==> config.mk <==
export PLATFORM = sky130hd
export DESIGN_NAME = mboxrd_message_splitter_top
export DESIGN_NICKNAME = d
export VERILOG_FILES = /design/src/rtl/mbxs_pkg.sv /design/src/rtl/mbxs_line_parser.sv /design/src/rtl/mbxs_result_buffer.sv /design/src/rtl/mboxrd_message_splitter_top.sv
export SDC_FILE = /design/constraint.sdc
export NUM_CORES = 1
export LEC_CHECK = 0
export BUFFER_PORTS_ARGS = -buffer_cell sky130_fd_sc_hd__buf_4
export CORE_MARGIN = 3
export CORE_UTILIZATION = 35
export CTS_BUF_LIST = sky130_fd_sc_hd__clkbuf_8
export CTS_CLUSTER_SIZE = 25
export DETAILED_ROUTE_END_ITERATION = 8
export GPL_TIMING_DRIVEN = 1
export HOLD_SLACK_MARGIN = 0.06
export PLACE_DENSITY = 0.47
export REMOVE_ABC_BUFFERS = 1
export SETUP_SLACK_MARGIN = 0.1
export SKIP_LAST_GASP = 1
export SYNTH_ARGS = -nofsm -noshare
export SYNTH_HDL_FRONTEND = slang
export SYNTH_SLANG_ARGS = --single-unit
==> constraint.sdc <==
create_clock -name clock -period 13.96 [get_ports clock]
set_input_delay 2.094 -clock clock [delete_from_list [all_inputs] [get_ports clock]]
set_output_delay 2.094 -clock clock [all_outputs]
set_load 0.05 [all_outputs]
==> src/rtl/mbxs_pkg.sv <==
`timescale 1ns / 1ps
`default_nettype none
// ----------------------------------------------------------------------------
// mbxs_pkg
// Shared types, character codes and result-burst helpers for the mboxrd
// message splitter.
// ----------------------------------------------------------------------------
package mbxs_pkg;

   localparam int BYTE_W = 8;
   localparam int REP_W  = 16;
   localparam int KIND_W = 2;

   localparam logic [KIND_W-1:0] KIND_DATA      = 2'd0;
   localparam logic [KIND_W-1:0] KIND_END       = 2'd1;
   localparam logic [KIND_W-1:0] KIND_ERR_FROM  = 2'd2;
   localparam logic [KIND_W-1:0] KIND_ERR_EMPTY = 2'd3;

   localparam logic [BYTE_W-1:0] CH_LF = 8'h0A;
   localparam logic [BYTE_W-1:0] CH_CR = 8'h0D;
   localparam logic [BYTE_W-1:0] CH_GT = 8'h3E;

   localparam logic [2:0] FROM_LEN = 3'd5;

   typedef struct packed {
      logic [BYTE_W-1:0] in_byte;
      logic              end_of_input;
   } req_word_type;

   typedef struct packed {
      logic [KIND_W-1:0] kind;
      logic [BYTE_W-1:0] out_byte;
      logic [REP_W-1:0]  repeat_res;
      logic              last_of_run;
   } rsp_word_type;

   // All results of one input byte, in output order:
   // blank run, '>' run, "From " letters, the byte, leftover blank run, terminal.
   typedef struct packed {
      logic              blank_en;
      logic [REP_W-1:0]  blank_rep;
      logic              quote_en;
      logic [REP_W-1:0]  quote_rep;
      logic [2:0]        letter_cnt;
      logic              byte_en;
      logic [BYTE_W-1:0] byte_val;
      logic              tail_en;
      logic [REP_W-1:0]  tail_rep;
      logic              term_en;
      logic [KIND_W-1:0] term_kind;
   } burst_type;

   function automatic logic [BYTE_W-1:0] from_char(input logic [2:0] idx);
      logic [BYTE_W-1:0] c;
      case (idx)
         3'd0: c = 8'h46;   // F
         3'd1: c = 8'h72;   // r
         3'd2: c = 8'h6F;   // o
         3'd3: c = 8'h6D;   // m
         3'd4: c = 8'h20;   // space
         default: c = '0;
      endcase
      return c;
   endfunction

   function automatic logic [3:0] burst_count(input burst_type t);
      return {3'b0, t.blank_en} + {3'b0, t.quote_en} + {1'b0, t.letter_cnt}
           + {3'b0, t.byte_en} + {3'b0, t.tail_en} + {3'b0, t.term_en};
   endfunction

   function automatic rsp_word_type burst_entry(input burst_type t, input logic [2:0] idx);
      rsp_word_type w;
      logic [3:0]   j;
      logic [3:0]   o_quote;
      logic [3:0]   o_let;
      logic [3:0]   o_byte;
      logic [3:0]   o_tail;
      logic [3:0]   o_term;
      logic [3:0]   rel;
      j       = {1'b0, idx};
      o_quote = {3'b0, t.blank_en};
      o_let   = o_quote + {3'b0, t.quote_en};
      o_byte  = o_let + {1'b0, t.letter_cnt};
      o_tail  = o_byte + {3'b0, t.byte_en};
      o_term  = o_tail + {3'b0, t.tail_en};
      rel     = j - o_let;
      w       = '0;
      if (t.blank_en && j == 4'd0) begin
         w.kind       = KIND_DATA;
         w.out_byte   = CH_LF;
         w.repeat_res = t.blank_rep;
      end else if (t.quote_en && j == o_quote) begin
         w.kind       = KIND_DATA;
         w.out_byte   = CH_GT;
         w.repeat_res = t.quote_rep;
      end else if (j >= o_let && j < o_byte) begin
         w.kind       = KIND_DATA;
         w.out_byte   = from_char(rel[2:0]);
         w.repeat_res = 16'd1;
      end else if (t.byte_en && j == o_byte) begin
         w.kind       = KIND_DATA;
         w.out_byte   = t.byte_val;
         w.repeat_res = 16'd1;
      end else if (t.tail_en && j == o_tail) begin
         w.kind       = KIND_DATA;
         w.out_byte   = CH_LF;
         w.repeat_res = t.tail_rep;
      end else if (t.term_en && j == o_term) begin
         w.kind       = t.term_kind;
      end
      w.last_of_run = (j + 4'd1 == burst_count(t));
      return w;
   endfunction

endpackage
`default_nettype wire

==> src/rtl/mbxs_line_parser.sv <==
`timescale 1ns / 1ps
`default_nettype none
// ----------------------------------------------------------------------------
// mbxs_line_parser
// Per-byte line state machine: tracks line phase, '>' depth, "From " match
// and held blank lines, and builds the result burst for each accepted word.
// ----------------------------------------------------------------------------
module mbxs_line_parser #(
   parameter int MAX_QUOTE_DEPTH    = 255,
   parameter int MAX_PENDING_BLANKS = 65535
) (
   input  wire                     clock,
   input  wire                     reset,
   input  wire                     req_fire,
   input  mbxs_pkg::req_word_type  req_data,
   output logic                    burst_load,
   output mbxs_pkg::burst_type     burst
);

   localparam int QD_W = $clog2(MAX_QUOTE_DEPTH + 1);
   localparam int PB_W = $clog2(MAX_PENDING_BLANKS + 1);

   localparam logic [3:0] PH_PRE_START  = 4'd0;
   localparam logic [3:0] PH_PRE_BLANK  = 4'd1;
   localparam logic [3:0] PH_PRE_MATCH  = 4'd2;
   localparam logic [3:0] PH_PRE_TAIL   = 4'd3;
   localparam logic [3:0] PH_LINE_START = 4'd4;
   localparam logic [3:0] PH_BLANK      = 4'd5;
   localparam logic [3:0] PH_PREFIX     = 4'd6;
   localparam logic [3:0] PH_PASS       = 4'd7;
   localparam logic [3:0] PH_SEP_TAIL   = 4'd8;
   localparam logic [3:0] PH_HALT       = 4'd9;

   logic [3:0]      phase_ff, phase_in;
   logic [QD_W-1:0] qd_ff, qd_in;
   logic [2:0]      mp_ff, mp_in;
   logic [PB_W-1:0] pb_ff, pb_in;
   logic            has_ff, has_in;

   mbxs_pkg::burst_type burst_in;

   logic [7:0]      b;
   logic            is_lf, is_cr, is_gt;
   logic            pb_many;
   logic            do_prefix;
   logic [QD_W-1:0] pfx_qd;
   logic [2:0]      pfx_mp;

   assign b       = req_data.in_byte;
   assign is_lf   = (b == mbxs_pkg::CH_LF);
   assign is_cr   = (b == mbxs_pkg::CH_CR);
   assign is_gt   = (b == mbxs_pkg::CH_GT);
   assign pb_many = (pb_ff > PB_W'(1));

   always_comb begin
      phase_in  = phase_ff;
      qd_in     = qd_ff;
      mp_in     = mp_ff;
      pb_in     = pb_ff;
      has_in    = has_ff;
      burst_in  = '0;
      do_prefix = 1'b0;
      pfx_qd    = qd_ff;
      pfx_mp    = mp_ff;

      if (req_data.end_of_input) begin
         case (phase_ff)
            PH_PRE_START, PH_PRE_BLANK, PH_PRE_MATCH: begin
               burst_in.term_en   = 1'b1;
               burst_in.term_kind = mbxs_pkg::KIND_ERR_FROM;
            end
            PH_PRE_TAIL: begin
               burst_in.term_en   = 1'b1;
               burst_in.term_kind = mbxs_pkg::KIND_ERR_EMPTY;
            end
            PH_PREFIX: begin
               // unfinished line written as plain text, then message end
               burst_in.blank_en   = (pb_ff != '0);
               burst_in.blank_rep  = 16'(pb_ff);
               burst_in.quote_en   = (qd_ff != '0);
               burst_in.quote_rep  = 16'(qd_ff);
               burst_in.letter_cnt = mp_ff;
               burst_in.term_en    = 1'b1;
               burst_in.term_kind  = mbxs_pkg::KIND_END;
            end
            PH_LINE_START, PH_BLANK, PH_PASS: begin
               burst_in.tail_en   = pb_many;
               burst_in.tail_rep  = 16'(pb_ff) - 16'd1;
               burst_in.term_en   = 1'b1;
               burst_in.term_kind = (has_ff || pb_many) ? mbxs_pkg::KIND_END
                                                        : mbxs_pkg::KIND_ERR_EMPTY;
            end
            default: begin
            end
         endcase
         phase_in = PH_HALT;
         qd_in    = '0;
         mp_in    = '0;
      end else begin
         case (phase_ff)
            PH_PRE_START: begin
               if (is_lf) begin
               end else if (is_cr) begin
                  phase_in = PH_PRE_BLANK;
               end else if (b == mbxs_pkg::from_char(3'd0)) begin
                  mp_in    = 3'd1;
                  phase_in = PH_PRE_MATCH;
               end else begin
                  burst_in.term_en   = 1'b1;
                  burst_in.term_kind = mbxs_pkg::KIND_ERR_FROM;
                  mp_in              = '0;
                  phase_in           = PH_HALT;
               end
            end
            PH_PRE_MATCH: begin
               if (b == mbxs_pkg::from_char(mp_ff)) begin
                  if (mp_ff == mbxs_pkg::FROM_LEN - 3'd1) begin
                     mp_in    = '0;
                     phase_in = PH_PRE_TAIL;
                  end else begin
                     mp_in = mp_ff + 3'd1;
                  end
               end else begin
                  burst_in.term_en   = 1'b1;
                  burst_in.term_kind = mbxs_pkg::KIND_ERR_FROM;
                  mp_in              = '0;
                  phase_in           = PH_HALT;
               end
            end
            PH_PRE_BLANK: begin
               if (is_lf) phase_in = PH_PRE_START;
            end
            PH_PRE_TAIL, PH_SEP_TAIL: begin
               if (is_lf) begin
                  pb_in    = '0;
                  has_in   = 1'b0;
                  phase_in = PH_LINE_START;
               end
            end
            PH_LINE_START: begin
               if (is_lf || is_cr) begin
                  if (pb_ff < PB_W'(MAX_PENDING_BLANKS)) pb_in = pb_ff + PB_W'(1);
                  if (is_cr) phase_in = PH_BLANK;
               end else begin
                  do_prefix = 1'b1;
                  pfx_qd    = '0;
                  pfx_mp    = '0;
               end
            end
            PH_BLANK: begin
               if (is_lf) phase_in = PH_LINE_START;
            end
            PH_PREFIX: begin
               do_prefix = 1'b1;
            end
            PH_PASS: begin
               burst_in.byte_en  = 1'b1;
               burst_in.byte_val = b;
               has_in            = 1'b1;
               if (is_lf) phase_in = PH_LINE_START;
            end
            default: begin
            end
         endcase

         // line prefix: '>' run, then "From " match, held until resolved
         if (do_prefix) begin
            phase_in = PH_PREFIX;
            qd_in    = pfx_qd;
            mp_in    = pfx_mp;
            if (pfx_mp == 3'd0 && is_gt) begin
               if (pfx_qd < QD_W'(MAX_QUOTE_DEPTH)) qd_in = pfx_qd + QD_W'(1);
            end else if (b == mbxs_pkg::from_char(pfx_mp)) begin
               if (pfx_mp != mbxs_pkg::FROM_LEN - 3'd1) begin
                  mp_in = pfx_mp + 3'd1;
               end else begin
                  mp_in = '0;
                  if (pfx_qd == '0) begin
                     // separator: close message, last held blank dropped
                     burst_in.tail_en  = pb_many;
                     burst_in.tail_rep = 16'(pb_ff) - 16'd1;
                     burst_in.term_en  = 1'b1;
                     pb_in             = '0;
                     if (has_ff || pb_many) begin
                        burst_in.term_kind = mbxs_pkg::KIND_END;
                        has_in             = 1'b0;
                        phase_in           = PH_SEP_TAIL;
                     end else begin
                        burst_in.term_kind = mbxs_pkg::KIND_ERR_EMPTY;
                        phase_in           = PH_HALT;
                     end
                  end else begin
                     // quoted From: one '>' removed
                     burst_in.blank_en   = (pb_ff != '0);
                     burst_in.blank_rep  = 16'(pb_ff);
                     burst_in.quote_en   = (pfx_qd > QD_W'(1));
                     burst_in.quote_rep  = 16'(pfx_qd) - 16'd1;
                     burst_in.letter_cnt = mbxs_pkg::FROM_LEN;
                     pb_in               = '0;
                     has_in              = 1'b1;
                     qd_in               = '0;
                     phase_in            = PH_PASS;
                  end
               end
            end else begin
               // plain line: release held prefix and this byte
               burst_in.blank_en   = (pb_ff != '0);
               burst_in.blank_rep  = 16'(pb_ff);
               burst_in.quote_en   = (pfx_qd != '0);
               burst_in.quote_rep  = 16'(pfx_qd);
               burst_in.letter_cnt = pfx_mp;
               burst_in.byte_en    = 1'b1;
               burst_in.byte_val   = b;
               pb_in               = '0;
               has_in              = 1'b1;
               qd_in               = '0;
               mp_in               = '0;
               phase_in            = is_lf ? PH_LINE_START : PH_PASS;
            end
         end
      end
   end

   always_ff @(posedge clock) begin
      if (reset) begin
         phase_ff <= PH_PRE_START;
         qd_ff    <= '0;
         mp_ff    <= '0;
         pb_ff    <= '0;
         has_ff   <= 1'b0;
      end else if (req_fire) begin
         phase_ff <= phase_in;
         qd_ff    <= qd_in;
         mp_ff    <= mp_in;
         pb_ff    <= pb_in;
         has_ff   <= has_in;
      end
   end

   assign burst      = burst_in;
   assign burst_load = req_fire && (mbxs_pkg::burst_count(burst_in) != 4'd0);

endmodule
`default_nettype wire

==> src/rtl/mbxs_result_buffer.sv <==
`timescale 1ns / 1ps
`default_nettype none
// ----------------------------------------------------------------------------
// mbxs_result_buffer
// Two-deep burst buffer: the output burst is walked one result word per cycle
// while rsp_ready is high; a second burst waits behind it so input flows.
// ----------------------------------------------------------------------------
module mbxs_result_buffer (
   input  wire                     clock,
   input  wire                     reset,
   input  wire                     burst_load,
   input  mbxs_pkg::burst_type     burst,
   output logic                    slot_free,
   output logic                    rsp_valid,
   input  wire                     rsp_ready,
   output mbxs_pkg::rsp_word_type  rsp_data
);

   mbxs_pkg::burst_type cur_ff, cur_in;
   mbxs_pkg::burst_type pend_ff, pend_in;
   logic                busy_ff, busy_in;
   logic                pend_v_ff, pend_v_in;
   logic [2:0]          idx_ff, idx_in;

   mbxs_pkg::rsp_word_type word;
   logic [3:0]             cur_total;
   logic                   fire;
   logic                   out_free;

   assign word      = mbxs_pkg::burst_entry(cur_ff, idx_ff);
   assign cur_total = mbxs_pkg::burst_count(cur_ff);
   assign fire      = busy_ff && rsp_ready;
   assign out_free  = !busy_ff || (fire && word.last_of_run);

   always_comb begin
      cur_in    = cur_ff;
      pend_in   = pend_ff;
      busy_in   = busy_ff;
      pend_v_in = pend_v_ff;
      idx_in    = idx_ff;
      if (out_free) begin
         if (pend_v_ff) begin
            cur_in    = pend_ff;
            busy_in   = 1'b1;
            idx_in    = '0;
            pend_v_in = 1'b0;
         end else if (burst_load) begin
            cur_in  = burst;
            busy_in = 1'b1;
            idx_in  = '0;
         end else begin
            busy_in = 1'b0;
         end
      end else begin
         if (fire) idx_in = idx_ff + 3'd1;
         if (burst_load) begin
            pend_in   = burst;
            pend_v_in = 1'b1;
         end
      end
   end

   always_ff @(posedge clock) begin
      if (reset) begin
         busy_ff   <= 1'b0;
         pend_v_ff <= 1'b0;
         idx_ff    <= '0;
      end else begin
         busy_ff   <= busy_in;
         pend_v_ff <= pend_v_in;
         idx_ff    <= idx_in;
      end
   end

   always_ff @(posedge clock) begin
      cur_ff  <= cur_in;
      pend_ff <= pend_in;
   end

   assign slot_free = !pend_v_ff;
   assign rsp_valid = busy_ff;
   assign rsp_data  = word;

   a_pend_behind_busy: assert property (@(posedge clock) disable iff (reset)
      pend_v_ff |-> busy_ff)
      else $error("waiting burst without an active burst");

   a_idx_in_range: assert property (@(posedge clock) disable iff (reset)
      busy_ff |-> ({1'b0, idx_ff} < cur_total))
      else $error("result index past end of burst");

   a_term_is_last: assert property (@(posedge clock) disable iff (reset)
      (busy_ff && rsp_data.kind != mbxs_pkg::KIND_DATA) |-> rsp_data.last_of_run)
      else $error("message end or error word not last of its burst");

   a_no_overrun: assert property (@(posedge clock) disable iff (reset)
      burst_load |-> !pend_v_ff)
      else $error("burst loaded while both slots are full");

endmodule
`default_nettype wire

==> src/rtl/mboxrd_message_splitter_top.sv <==
`timescale 1ns / 1ps
`default_nettype none
// ----------------------------------------------------------------------------
// mboxrd_message_splitter_top
// Splits an mboxrd byte stream into messages: data runs, message ends and
// errors.
// ----------------------------------------------------------------------------
// One input word (a text byte or end of input) is taken per cycle while a
// buffer slot is free. A byte produces zero to seven result words; the output
// side sends one result word per cycle while rsp_ready is high. The result
// buffer keeps one burst behind the one being sent, so an input word is still
// taken while a result waits on rsp_ready; input stalls only when both buffer
// slots are full. After an error or the final message end the block produces
// nothing more until reset.
// ----------------------------------------------------------------------------
module mboxrd_message_splitter_top #(
   parameter int MAX_QUOTE_DEPTH    = 255,
   parameter int MAX_PENDING_BLANKS = 65535
) (
   input  wire                     clock,
   input  wire                     reset,
   input  wire                     req_valid,
   output logic                    req_ready,
   input  mbxs_pkg::req_word_type  req_data,
   output logic                    rsp_valid,
   input  wire                     rsp_ready,
   output mbxs_pkg::rsp_word_type  rsp_data
);

   logic                req_fire;
   logic                burst_load;
   logic                slot_free;
   mbxs_pkg::burst_type burst;

   assign req_ready = slot_free;
   assign req_fire  = req_valid && slot_free;

   mbxs_line_parser #(
      .MAX_QUOTE_DEPTH   (MAX_QUOTE_DEPTH),
      .MAX_PENDING_BLANKS(MAX_PENDING_BLANKS)
   ) u_parser (
      .clock     (clock),
      .reset     (reset),
      .req_fire  (req_fire),
      .req_data  (req_data),
      .burst_load(burst_load),
      .burst     (burst)
   );

   mbxs_result_buffer u_buffer (
      .clock     (clock),
      .reset     (reset),
      .burst_load(burst_load),
      .burst     (burst),
      .slot_free (slot_free),
      .rsp_valid (rsp_valid),
      .rsp_ready (rsp_ready),
      .rsp_data  (rsp_data)
   );

endmodule
`default_nettype wire
Word level (Yosys, flattened, before mapping)
Cells that the tools add are included.
- bits in registers: 169
- bits in latches: 0
- memory bits (writable): 0
- bits in read-only memories: 0
- bits of input ports: 13
- output and inout bits: 29
- word-level logic and storage cells: 246
- memories: 0
- $add $sub $neg: 19
- multiply operators: 0
- divide/modulo/power cells: 0
- $lt $le $gt $ge: 6
- equality and inequality tests: 40
- shift-type cells: 0
- multiplexer cells: 106
- bitwise gates (word level): 2
- reductions and logical operators: 43
- operator list (operator ; number):
    66-bit 2-to-1 mux ; 4
    37-bit 2-to-1 mux ; 5
    8-bit 2-to-1 mux ; 15
    16-bit 2-to-1 mux ; 7
    7-bit case mux with 5 select lines ; 3
    26-bit 2-to-1 mux ; 4
    20-bit 2-to-1 mux ; 5
    3-bit 2-to-1 mux ; 20
    4-bit 2-to-1 mux ; 15
    16-bit case mux with 2 select lines ; 1
    9-bit 2-to-1 mux ; 3
    4-bit by 1-bit adder with 4-bit output ; 6
    4-bit case mux with 5 select lines ; 1
    3-bit by 2-bit == test with 1-bit output (second input constant) ; 6
    17-bit 2-to-1 mux ; 1
    16-bit by 1-bit adder with 16-bit output (second input constant) ; 1
    4-bit by 3-bit == test with 1-bit output (second input constant) ; 4
    8-bit by 4-bit == test with 1-bit output (second input constant) ; 2
    8-bit == test ; 2
    16-bit by 1-bit > comparator with 1-bit output (second input constant) ; 1
    16-bit less-than comparator (second input constant) ; 1
    16-bit nonzero test ; 1
    8-bit nonzero test ; 2
    16-bit by 1-bit subtractor with 16-bit output (second input constant) ; 1
    49 further kinds ; 105

Depth between registers and ports, before layout
- depth after elaboration: 25
- mapped depth: 30
- depth with buffers taken out: 27

Hierarchy
A second synthesis with hierarchy kept.
- cells, all modules: 1030
- area, all modules: 10506.3 sq um
- by module, submodules not included (module ; instances ; cells each ; area each (sq um) ; sequential area each (sq um)):
    mbxs_result_buffer ; 1 ; 404 ; 6168.4 ; 4063.9
    mbxs_line_parser ; 1 ; 625 ; 4331.7 ; 640.6
    mboxrd_message_splitter_top ; 1 ; 1 ; 6.3 ; 0.0

Worst setup path before layout
No wires, ideal clock.
- path type: input-to-reg
- from: in req_data[1] in the netlist's numbering
- to: reg u_buffer.pend_ff[0] in the netlist's numbering (enable)
- library setup time: 0.476 ns
- arrival: 9.834 ns
- data required time: 13.484 ns
- path slack: 3.650 ns
- cell stages on the path: 26
- path buffers: 3
- cells stage by stage: nor4b_1 nand2_1 clkbuf_1 nand3_1 clkbuf_1 nand2_1 ha_1 nor4b_1 a21oi_1 a221oi_1 nor3_1 nor4_2 nand3_1 a21oi_2 buf_2 nor2_1 ha_1 inv_1 fa_1 fa_1 inv_1 fa_1 nor2_1 a31oi_1 inv_1 nor2_1
- RTL lines (what ; line ; source):
    start, declared ; mboxrd_message_splitter_top.sv:24 ; input mbxs_pkg::req_word_type req_data,
    end signal, assigned ; mbxs_result_buffer.sv:77 ; pend_ff <= pend_in;
    end, declared ; mbxs_result_buffer.sv:20 ; mbxs_pkg::burst_type pend_ff, pend_in;

==> reports/results.ini <==
[clock_tree]
tritoncts.num_buffers = 17
cts-htree-levels = 4
cts_setup_buffers = 0
ctsLongestPathBuffers = 2
post_cts_resize_count = 0
clk_pin_slew_ps = 110
post_cts_hold_buffer_count = 0
tritoncts_clock_tree = yes
cts_root_cell = sky130_fd_sc_hd__clkbuf_8
cts_num_sinks = 155
clkLatencyLatePin_ps = 470

[layout]
fin_cells = 1473
diodes = 0
synthToLayoutAreaGrowth_pct = 10.9
drive_above_1_share = 0.115
final_nets = 1140

[yosys]
ys_seq_elements = 155
yosys_most_used_dff = sky130_fd_sc_hd__edfxtp_1
synth-async-reset-ratio = 0
count_of_unique_library_cells_instantiated_by_yosys = 80
total_number_of_yosys_warnings = 0
synthesis.area_um2 = 9820
synth_area_per_cell_um2 = 9.08
synthCells = 1082
count_of_flip_flops_with_a_built_in_enable_after_synthesis = 118
synth.yosys.seq_area_share = 0.436

[place]
placed_cells_incl_taps = 1441
dp_worst_setup_slack_ps = 4170
place_hpwl_mm = 20.3
gp_congestion = 0.933
port_buffers = 41

[setup_path]
worstReg2RegStart = u_parser.phase_ff[0]
worst_r2r_path_depth = 28
worstPathMaxFanout = 48
timing.critical_path.arrival_ps = 9440
worst_setup_sp_type = input port
required_ps = 14060
end_kind = register
cp_num_buf_inv = 7
critical_path_cell_count = 28
worstReg2RegEnd = u_buffer.pend_ff[23]
critical_path.top_delay_family = simple AND/OR/NAND/NOR gates
r2r_slack_ps = 6090
critical_path_type = input port to register
critPathMaxStageDelay_ps = 700
crit_end = u_buffer.pend_ff[23]
crit_path_top_delay_cell = sky130_fd_sc_hd__nand3_1
cpMostUsedCell = sky130_fd_sc_hd__buf_4
worstSetupStartpoint = req_data[1]

[routing]
number_of_nets_with_antenna_violations_after_routing = 0
vias = 8256
routed_via_count_divided_by_cell_count = 5.60
route.final.wire_length_mm = 28.4
post_drt_wl_per_cell_um = 19.3
drt_iter0_markers = 730
dr.pass1.iters = 7
route.detailed.drc = 0

[timing]
rsz_0062_raised_after_global_routing = no
setup_viol = 0
fin_tns_setup_ps = 0
postLayoutSetupSlackWorst_ps = 4630
layout_min_cycle_time_ps = 9330
slew-limit-headroom = 0.261
timing.final.crit_share = 0.669
worst-slew-pin-transition_ps = 1100
fin_skew_ps = 16.4
max_clock_freq_mhz = 107
hold_viol = 0
slew_viol_final = 0

[grt]
grt_pass1_vias = 7680
antenna_found_initial = 0
groute.usage.overall = 0.187
global_route.usage.met2 = 0.279
global_route.usage.met1 = 0.281
grt_first_pass_wirelength_mm = 45.0
globalRoute.totalOverflow = 0
grt_peak_use_layer = met1
grt_start_max_net_pins = 100
met3_demand_to_capacity_share_in_global_routing = 0.0315

[run_status]
result_of_the_run = finished clean

[hold_path]
min_path_type = register to register
min-delay-start = u_buffer.pend_ff[18]

[power_and_ir_drop]
vdd_ir_drop_max_v = 0.0000497
static-leakage-power_nw = 3.81
pwr_density_cell_nw_per_um2 = 118

[die]
start_util = 0.360
core_um2 = 27300
io-pin-count = 42
dieArea_um2 = 30100
floorplan.rows = 60
floorplan.die.height_um = 174
die_x_um = 174

[flow_run]
timing.max_cap.violations = 0

power breakdown:
group	internal, mW	switching (mW)	leakage (nW)
clock network	0.140	0.217	0.208
registers	0.542	0.0198	1.39
logic	0.123	0.245	2.21
total	0.805	0.481	3.81
worst register-to-register path, delay by kind of cell, from the launching register on:
family	cells	cell delay [ps]
DFF	1	560
buffers and inverters	7	1670
AOI/OAI and AO/OA	5	970
and+or+nand+nor	11	2630
adders and majority gates	5	1620
layer usage:
layer	routed length [um]	up-vias
met3	1500	34
li1	-	4033
met1	14100	3947
met4	476	0
met5	0	-
met2	12300	242
area by class of cell:
| cell class | instances | area [um^2] |
|---|---|---|
| Inverter | 59 | 221 |
| Clock inverter | 15 | 188 |
| Sequential cell | 155 | 4290 |
| Timing Repair Buffer | 57 | 428 |
| Multi-Input combinational cell | 798 | 5070 |
| Clock buffer | 17 | 234 |
| Tap cell | 372 | 465 |
| Fill cell | 2742 | 16400 |
stage by stage:
stage,power [mW],util,area (um^2),hold slack [ps]
floorplan,0.834,-,9540,439
global placement,0.943,0.384,10500,506
detailed placement,0.943,0.384,10500,509
CTS,1.30,0.400,10900,524
global route,1.36,0.400,10900,552
finish,1.29,0.400,10900,524
worst min path at each step:
stage / endpoint / slack (ps) / depth (start not counted)
after floorplan: u_parser.has_ff / 440 / 2
after global placement: u_buffer.cur_ff[5] / 510 / 2
after detailed placement: u_buffer.cur_ff[18] / 510 / 2
after CTS: u_buffer.cur_ff[18] / 520 / 2
after global routing: u_buffer.cur_ff[10] / 550 / 2
final: u_buffer.cur_ff[18] / 520 / 2
layout by cell type, fill, tap and decap left out, types with 12 or more instances in the layout:
cell type,instances
sky130_fd_sc_hd__a21oi_1,70
sky130_fd_sc_hd__a31oi_1,17
sky130_fd_sc_hd__and2_1,12
sky130_fd_sc_hd__and3_1,13
sky130_fd_sc_hd__buf_4,57
sky130_fd_sc_hd__clkbuf_8,17
sky130_fd_sc_hd__dfxtp_1,36
sky130_fd_sc_hd__edfxtp_1,118
sky130_fd_sc_hd__ha_1,34
sky130_fd_sc_hd__inv_1,54
sky130_fd_sc_hd__nand2_1,129
sky130_fd_sc_hd__nand3_1,31
sky130_fd_sc_hd__nand4_1,21
sky130_fd_sc_hd__nor2_1,105
sky130_fd_sc_hd__nor3_1,40
sky130_fd_sc_hd__nor4_1,13
sky130_fd_sc_hd__o21ai_0,55
sky130_fd_sc_hd__o31ai_1,54
sky130_fd_sc_hd__xnor2_1,30
kinds of logic after synthesis:
| kind of cell | share of synthesized area |
|---|---|
| buffers and inverters | 0.0512 |
| and+or+nand+nor | 0.205 |
| muxes | 0.0101 |
| adders and majority gates | 0.0535 |
| AOI/OAI and AO/OA | 0.198 |
| DFF | 0.436 |
| xor gates and xnor gates | 0.0459 |
| other | 0.000382 |
cells in the mapped netlist, drive strengths merged (6+ instances only):
cell	n	area, um^2
nand3	31	155
a31oi	18	119
inv	54	203
a22oi	8	60.1
buf	16	78.8
or4	6	48.8
o31ai	55	418
nor4	15	100
ha	34	425
and2	13	81.3
mux2	7	78.8
xor2	6	52.6
nor2b	11	68.8
nor2	107	402
a21oi	71	359
nor3	41	210
clkbuf	54	203
or3	6	37.5
o21ai	56	284
and3	13	81.3
edfxtp	118	3540
a31o	9	78.8
nand2	129	484
nand4	21	131
xnor2	32	307
o211ai	6	45.0
dfxtp	37	741
a311oi	8	70.1
sequential cells by signal, indices dropped and copies added, names as in the netlist:
register and flops:
u_buffer.cur_ff 59, u_buffer.pend_ff 59, u_parser.pb_ff 16, u_parser.qd_ff 8, u_parser.phase_ff 4, u_buffer.idx_ff 3, u_parser.mp_ff 3, u_buffer.pend_v_ff 1
u_buffer.rsp_valid 1, u_parser.has_ff 1
No activity file was read; power rests on OpenSTA's default activity.
